--- config.mk ---
export PLATFORM = sky130hd
export DESIGN_NAME = dhfk_ctrl
export DESIGN_NICKNAME = d
export VERILOG_FILES = /design/src/rtl/core/dhfk_pkg.sv /design/src/rtl/core/dhfk_ctrl.sv
export SDC_FILE = /design/constraint.sdc
export NUM_CORES = 1
export LEC_CHECK = 0
export ABC_AREA = 0
export BUFFER_PORTS_ARGS = -buffer_cell sky130_fd_sc_hd__clkbuf_2
export CAP_MARGIN = 20
export CORE_MARGIN = 10
export CORE_UTILIZATION = 55
export CTS_BUF_LIST = sky130_fd_sc_hd__clkbuf_4
export DETAILED_ROUTE_END_ITERATION = 12
export PLACE_DENSITY_LB_ADDON = 0.15
export SLEW_MARGIN = 25
export SYNTH_ARGS = -nofsm -noshare
export SYNTH_HDL_FRONTEND = slang
export SYNTH_SLANG_ARGS = --single-unit
--- constraint.sdc ---
create_clock -name clk -period 2.5 [get_ports clk]
set_clock_uncertainty 0.15 [all_clocks]
set_input_delay 0 -clock clk [delete_from_list [all_inputs] [get_ports clk]]
set_output_delay 0 -clock clk [all_outputs]
set_load 0.02 [all_outputs]
--- src/rtl/core/dhfk_pkg.sv ---
`default_nettype none
package dhfk_pkg;

	localparam int TRIG_FRAC_BITS = 16;
	localparam int CORDIC_STAGES  = 16;
	localparam int AtanCount      = 24;
	localparam int StageW         = $clog2(AtanCount + 1);

	// rotation entries span [-ONE, ONE] in Q.F
	localparam int RotW   = TRIG_FRAC_BITS + 2;
	localparam int PosW   = 32;
	localparam int AngW   = 16;
	localparam int LenW   = 24;
	// cordic x/y need a little headroom past ONE
	localparam int CorW   = TRIG_FRAC_BITS + 3;
	localparam int ZW     = 36;
	// one product term: translation (32) times rotation entry
	localparam int ProdW  = PosW + RotW;
	localparam int AccW   = ProdW + 2;

	localparam logic signed [RotW-1:0] OneQ = RotW'(1) <<< TRIG_FRAC_BITS;
	localparam logic signed [16:0] FullTurn    = 17'sd23040;
	localparam logic signed [16:0] HalfTurn    = 17'sd11520;
	localparam logic signed [16:0] QuarterTurn = 17'sd5760;
	localparam longint GainQ30 = 64'd652032874;
	localparam logic signed [CorW-1:0] StartX =
		CorW'((GainQ30 + (64'd1 << (29 - TRIG_FRAC_BITS))) >> (30 - TRIG_FRAC_BITS));

	// atan(2^-i) in units of 2^-22 degree
	function automatic logic signed [ZW-1:0] atan_lut(input logic [StageW-1:0] i);
		logic signed [ZW-1:0] v;
		case (i)
			5'd0:  v = 36'sd188743680;
			5'd1:  v = 36'sd111421900;
			5'd2:  v = 36'sd58872272;
			5'd3:  v = 36'sd29884485;
			5'd4:  v = 36'sd15000234;
			5'd5:  v = 36'sd7507429;
			5'd6:  v = 36'sd3754631;
			5'd7:  v = 36'sd1877430;
			5'd8:  v = 36'sd938729;
			5'd9:  v = 36'sd469366;
			5'd10: v = 36'sd234683;
			5'd11: v = 36'sd117342;
			5'd12: v = 36'sd58671;
			5'd13: v = 36'sd29335;
			5'd14: v = 36'sd14668;
			5'd15: v = 36'sd7334;
			5'd16: v = 36'sd3667;
			5'd17: v = 36'sd1833;
			5'd18: v = 36'sd917;
			5'd19: v = 36'sd458;
			5'd20: v = 36'sd229;
			5'd21: v = 36'sd115;
			5'd22: v = 36'sd57;
			5'd23: v = 36'sd29;
			default: v = '0;
		endcase
		return v;
	endfunction

	// round once: add half, floor shift by F
	function automatic logic signed [AccW-1:0] round_q(input logic signed [AccW-1:0] v);
		logic signed [AccW-1:0] t;
		t = v + (AccW'(1) <<< (TRIG_FRAC_BITS - 1));
		return t >>> TRIG_FRAC_BITS;
	endfunction

	function automatic logic signed [RotW-1:0] sat_rot(input logic signed [AccW-1:0] v);
		logic signed [RotW-1:0] r;
		if (v > AccW'(OneQ))       r = OneQ;
		else if (v < -AccW'(OneQ)) r = -OneQ;
		else                       r = v[RotW-1:0];
		return r;
	endfunction

	function automatic logic signed [PosW-1:0] sat_pos(input logic signed [AccW-1:0] v);
		logic signed [PosW-1:0] r;
		if (v > AccW'(33'sh0_7FFF_FFFF))       r = 32'sh7FFF_FFFF;
		else if (v < -AccW'(33'sh0_8000_0000)) r = 32'sh8000_0000;
		else                                   r = v[PosW-1:0];
		return r;
	endfunction

	// controller to datapath
	typedef enum logic [3:0] {
		OP_NONE, OP_LOAD, OP_TRIG_INIT, OP_TRIG_STEP, OP_TRIG_DONE,
		OP_LINK, OP_TRANS, OP_ROT, OP_RESET
	} dp_op_t;

	typedef struct packed {
		dp_op_t          op;
		logic            sel_alpha;
		logic [1:0]      row;
		logic [1:0]      col;
		logic [StageW-1:0] stage;
	} dp_cmd_t;

endpackage
`default_nettype wire

--- src/rtl/core/dhfk_ctrl.sv ---
`default_nettype none
module dhfk_ctrl
	import dhfk_pkg::*;
(
	input  wire logic    clk,
	input  wire logic    arst_n,
	input  wire logic    in_valid,
	output logic         in_stall,
	input  wire logic    last_link,
	input  wire logic    out_stall,
	output logic         out_valid,
	output dp_cmd_t      cmd
);

	typedef enum logic [3:0] {
		S_IDLE, S_TINIT, S_TSTEP, S_TDONE, S_LINK, S_TRANS, S_ROT, S_OUT
	} state_t;

	state_t            state_q;
	logic              alpha_q;
	logic              last_q;
	logic [1:0]        row_q, col_q;
	logic [StageW-1:0] stage_q;
	localparam logic [StageW-1:0] LastStage =
		StageW'(((CORDIC_STAGES < AtanCount) ? CORDIC_STAGES : AtanCount) - 1);

	assign in_stall = (state_q != S_IDLE);

	always_comb begin
		cmd = '{op: OP_NONE, sel_alpha: alpha_q, row: row_q, col: col_q, stage: stage_q};
		case (state_q)
			S_IDLE:  if (in_valid) cmd.op = OP_LOAD;
			S_TINIT: cmd.op = OP_TRIG_INIT;
			S_TSTEP: cmd.op = OP_TRIG_STEP;
			S_TDONE: cmd.op = OP_TRIG_DONE;
			S_LINK:  cmd.op = OP_LINK;
			S_TRANS: cmd.op = OP_TRANS;
			S_ROT:   cmd.op = OP_ROT;
			S_OUT:   if (!out_stall) cmd.op = OP_RESET;
			default: cmd.op = OP_NONE;
		endcase
	end

	always_ff @(posedge clk or negedge arst_n) begin
		if (!arst_n) begin
			state_q   <= S_IDLE;
			alpha_q   <= 1'b0;
			last_q    <= 1'b0;
			row_q     <= '0;
			col_q     <= '0;
			stage_q   <= '0;
			out_valid <= 1'b0;
		end else begin
			case (state_q)
				S_IDLE: if (in_valid) begin
					last_q  <= last_link;
					alpha_q <= 1'b0;
					state_q <= S_TINIT;
				end
				S_TINIT: begin
					stage_q <= '0;
					state_q <= S_TSTEP;
				end
				S_TSTEP: begin
					if (stage_q == LastStage) state_q <= S_TDONE;
					else stage_q <= stage_q + 1'b1;
				end
				S_TDONE: begin
					if (alpha_q) state_q <= S_LINK;
					else begin
						alpha_q <= 1'b1;
						state_q <= S_TINIT;
					end
				end
				S_LINK: begin
					row_q   <= '0;
					state_q <= S_TRANS;
				end
				S_TRANS: begin
					if (row_q == 2'd2) begin
						row_q   <= '0;
						col_q   <= '0;
						state_q <= S_ROT;
					end else row_q <= row_q + 1'b1;
				end
				S_ROT: begin
					if (col_q == 2'd2) begin
						col_q <= '0;
						if (row_q == 2'd2) begin
							if (last_q) begin
								out_valid <= 1'b1;
								state_q   <= S_OUT;
							end else state_q <= S_IDLE;
						end else row_q <= row_q + 1'b1;
					end else col_q <= col_q + 1'b1;
				end
				S_OUT: if (!out_stall) begin
					out_valid <= 1'b0;
					state_q   <= S_IDLE;
				end
				default: state_q <= S_IDLE;
			endcase
		end
	end

endmodule
`default_nettype wire

# --- Word-level counts from Yosys, hierarchy flattened ---
# Index checks and enable logic that the tools add are counted.
totals:
  reg_bits: 16
  latchBits: 0
  ramBits: 0
  romBits: 0
  input_bits: 5
  output_inout_bits: 16
  word_cells: 71
  n_memories: 0
op_classes:
  addsub: 3
  mul: 0
  div_mod_pow: 0
  n_lt_le_gt_ge: 0
  n_eq_ne: 19
  n_shift: 0
  n_mux: 28
  n_bitwise: 0
  n_reduce_logical: 14
ops:
  columns: ["op", "n"]
  rows:
  - ["4-bit case mux with 8 select lines", 2]
  - ["4-bit two-way mux", 7]
  - ["2-bit != test (second input constant)", 9]
  - ["4-bit by 3-bit equality test with 1-bit output (second input constant)", 4]
  - ["2-bit two-way mux", 5]
  - ["5-bit case mux with 2 select lines", 1]
  - ["4-bit by 2-bit equality test with 1-bit output (second input constant)", 2]
  - ["2-bit AND reduction", 4]
  - ["2-bit nonzero test", 4]
  - ["1-bit two-way mux", 6]
  - ["3-bit two-way mux", 2]
  - ["2-bit case mux with 3 select lines", 1]
  - ["6-bit AND reduction", 1]
  - ["5-bit by 1-bit adder with 5-bit output (second input constant)", 1]
  - ["5-bit by 4-bit equality test with 1-bit output (second input constant)", 1]
  - ["5-bit two-way mux", 1]
  - ["5-bit AND reduction", 1]
  - ["2-bit by 1-bit adder with 2-bit output (second input constant)", 2]
  - ["2-bit equality test (second input constant)", 2]
  - ["4-bit by 1-bit equality test with 1-bit output (second input constant)", 1]
  - ["4-bit zero test", 1]
  - ["1-bit case mux with 2 select lines", 2]
  - ["2-bit case mux with 2 select lines", 1]
  - ["4-bit nonzero test", 1]
  - ["2 further kinds", 2]

# --- Depth between registers and ports, before layout ---
logic_depth:
  depth_word: 4
  ltp_mapped: 7
  mapped_depth_nobuf: 7

# --- Worst setup path before layout ---
# Ideal clock, no wire load.
synth_timing:
  path_kind: "flip-flop to flip-flop"
  startpoint: "register stage_q[0]"
  endpoint: "register state_q[0]"
  setup_time_ns: 0.125
  arrival_time_ns: 1.927
  required_ns: 2.225
  slack_ns: 0.298
  path_stages_with_launch: 8
  n_path_buf: 0
  period_less_slack_ns: 2.202
  cell_sequence: "dfrtp_1 -> ha_1 -> and3_1 -> ha_1 -> or3_1 -> a21oi_1 -> nor2_1 -> mux2_2"
synth_between:
  elab_chain_len: 3
synth_lines:
  columns: ["item", "line_no", "rtl"]
  rows:
  - ["from (decl)", "dhfk_ctrl.sv:23", "logic [StageW-1:0] stage_q;"]
  - ["from (signal assigned)", "dhfk_ctrl.sv:66", "else stage_q <= stage_q + 1'b1;"]
  - ["5-bit by 4-bit equality test with 1-bit output", "dhfk_ctrl.sv:65", "if (stage_q == LastStage) state_q <= S_TDONE;"]
  - ["2-bit != test (no line)", null, null]
  - ["6-bit AND reduction (no line)", null, null]
  - ["to (signal assigned)", "dhfk_ctrl.sv:65", null]
  - ["to (signal assigned)", "dhfk_ctrl.sv:69", "if (alpha_q) state_q <= S_LINK;"]
  - ["to (signal assigned)", "dhfk_ctrl.sv:72", "state_q <= S_TINIT;"]
  - ["to (decl)", "dhfk_ctrl.sv:19", "state_t state_q;"]
# Every way passes these cells.
# A chain may end at the register's enable or synchronous reset.

# --- Worst setup path in the final report ---
# Ends and elaborated chain as after synthesis.

==> results.cfg <==
[setup_path]
r2r_slack_ns = 0.22
r2r-start = stage_q[0]
crit_arrival_ns = 2.30
end_kind = flip-flop
crit_chain = ha_1 -> and3_1 -> ha_1 -> or3_1 -> a21oi_1 -> nor2_1 -> mux2_2
r2r_cells = 7
slowest_stage = dfrtp_1
worst-path-buf-inv = 0
critPathMaxStageDelay_ns = 0.44
critPathTopFamily = simple AND/OR/NAND/NOR gates
rr_endpoint = state_q[0]
worstPathMaxFanout = 6
critPathLaunchType = flip-flop
worstPathRequired_ns = 2.53
crit_path_frequent_cell = ha_1
crit_type = flip-flop to flip-flop

[timing]
hold_viol = 0
holdWs_ns = 0.0102
relSlewSlack = 0.610
setup_violations = 0
setup_tns_ns = 0
min_period_ns = 2.28
finalWorstSetupSlack_ns = 0.224
slew_violations = 0
fin_crit_sh = 0.910
worstMarginPinSlew_ns = 0.585
fmaxAchievable_mhz = 439
rsz0062_at_grt = no

[synth]
yosysWarnings = 0
ys_ff_latch = 15
netlist_area_mm2 = 0.00101
synth_fp_nets = 126
synth_edf_count = 0
syn_area_per_cell_um2 = 8.75
synthArstFlopShare = 1.00
synth_cells = 116
ys_types = 38
synthFlopType = dfrtp_1
ys_seq_area_frac = 0.370

[placed_design]
gp_congestion = 0.862
dp_slack_ns = 0.260
io_buffers = 20
dp_hpwl_mm = 1.76
dpl_cell_area_mm2 = 0.00110

[clock_network]
path_clk_slew_ns = 0.09
cts_resized = 0
insertion_delay_ns = 0.29
cts_buffers = 3
clock_path_buffers = 2
postCtsSetupBuffers = 0
h-tree-depth = 1
cts_sinks = 15
hold_buffers = 5
cts_tree = built
root_buffer = clkbuf_4

[global_routing]
grt_max_degree = 21
grtUsageMet3 = 0.0376
track_usage = 0.130
grt_antenna_before_repair = 0
top_usage_layer = met2
grt_pass1_wl_mm = 4.27
use_met2 = 0.198
grt_remaining_overflow = 0
grt_use_met1 = 0.165
first_global_vias = 861

[final_layout]
nFillCells = 156
fin_area_mm2 = 0.00118
n_antenna_cell = 0
multi_input_area_um2 = 556
area_delta_synth_final_pct = 16.3
ff_latch_area_um2 = 375
layout-drive-gt1-share = 0.219
nets = 148

[routing]
vias = 928
drtPass1Iterations = 4
postRouteAntennaNets = 0
drt_iter0_drc = 35
routed_wl_mm = 2.46
vias_per_cell = 5.73
wl_per_cell_um = 15.2
drc_errors = 0

[pwr]
ir_worst_vdd_mv = 0.701
p_leak_nw = 0.559
pwr_density_cell_mw_per_mm2 = 1420

[die]
ios = 21
initial_core_util = 0.581
dieArea_mm2 = 0.00396
die_w_um = 63.0
core-area_mm2 = 0.00175
num_rows = 15
die_h_um = 63.0

[min_path]
hp-class = primary input to async pin

[job]
max_cap_viol_count = 0

[run_status]
status = complete, no violations
[cell usage in the layout, fill, tap and decap left out, types with 2 or more instances in the layout]
cell,count
nand3_1,3
a22oi_1,2
nand2_1,9
nand2b_1,2
a21oi_1,5
a31oi_1,2
dlygate4sd3_1,5
dfrtp_1,15
clkbuf_4,4
nor2b_1,2
nor3_1,6
nor2_1,7
mux2_2,3
and3_1,5
o21ai_0,13
inv_1,8
ha_1,5
clkbuf_2,20
a22o_1,3
[sequential cells by signal (all words and copies together) (netlist names)]
name	flops
row_q	2
last_q	1
stage_q	5
state_q	3
out_valid	1
col_q	2
alpha_q	1
[per-stage QoR]
| stage | utilization | cells | total power, mW |
|---|---|---|---|
| after floorplan | - | 116 | 1.27 |
| after global placement | 0.630 | 153 | 1.48 |
| after detailed placement | 0.630 | 153 | 1.50 |
| after CTS | 0.676 | 162 | 1.67 |
| after global routing | 0.676 | 162 | 1.82 |
| final | 0.676 | 162 | 1.67 |
[logic make-up (layout without fill, tap and decap cells)]
logic type / count (synthesis) / after routing / synth area share
AO/OA/AOI/OAI: 33 / 33 / 0.207
XOR/XNOR: 2 / 2 / 0.0173
adder cells (fa/ha/maj): 5 / 5 / 0.0617
buffers and inverters: 17 / 38 / 0.0826
flip-flops: 15 / 15 / 0.370
multiplexers: 4 / 4 / 0.0432
AND/OR/NAND/NOR: 40 / 40 / 0.218
[power by group]
group,switching (mW),total (mW),internal (mW)
Sequential,0.192,0.536,0.344
Combinational,0.567,0.983,0.416
Clock,0.0804,0.153,0.0729
[synth_stat cells, types with 2 or more instances]
master    instances  area, um^2
a21oi_1           5        25.0
a22o_1            3        26.3
a22oi_1           2        15.0
a31oi_1           2        12.5
and3_1            5        31.3
buf_6             2        22.5
clkbuf_1          4        15.0
dfrtp_1          15         375
ha_1              5        62.6
inv_1             8        30.0
mux2_2            3        33.8
nand2_1           9        33.8
nand2b_1          2        12.5
nand3_1           3        15.0
nor2_1            7        26.3
nor2b_1           2        12.5
nor3_1            6        30.0
o21ai_0          13        65.1
[area by class of cell]
type	instances	share of cell area
timing repair buffer	26	0.134
inverter	8	0.0255
tap	25	0.0265
sequential	15	0.318
multi-input combinational	84	0.471
clock buffer	4	0.0255
[layer usage]
| layer | routed length [um] | part of all wire |
|---|---|---|
| met5 | 0 | 0 |
| met4 | 39 | 0.016 |
| met3 | 123 | 0.050 |
| met2 | 1200 | 0.49 |
| met1 | 1100 | 0.45 |
[worst max path at each step]
stage / slack, ns / depth (start not counted) / from / endpoint
2_1_floorplan: 0.30 / 7 / stage_q[0] / state_q[0]
3_3_place_gp: 0.33 / 7 / stage_q[0] / state_q[0]
3_5_place_dp: 0.26 / 7 / stage_q[0] / state_q[0]
4_1_cts: 0.25 / 7 / stage_q[0] / state_q[0]
5_1_grt: 0.10 / 5 / state_q[1] / last_q
6_report: 0.22 / 7 / stage_q[0] / state_q[0]
Power figures use the tool's default switching activity.
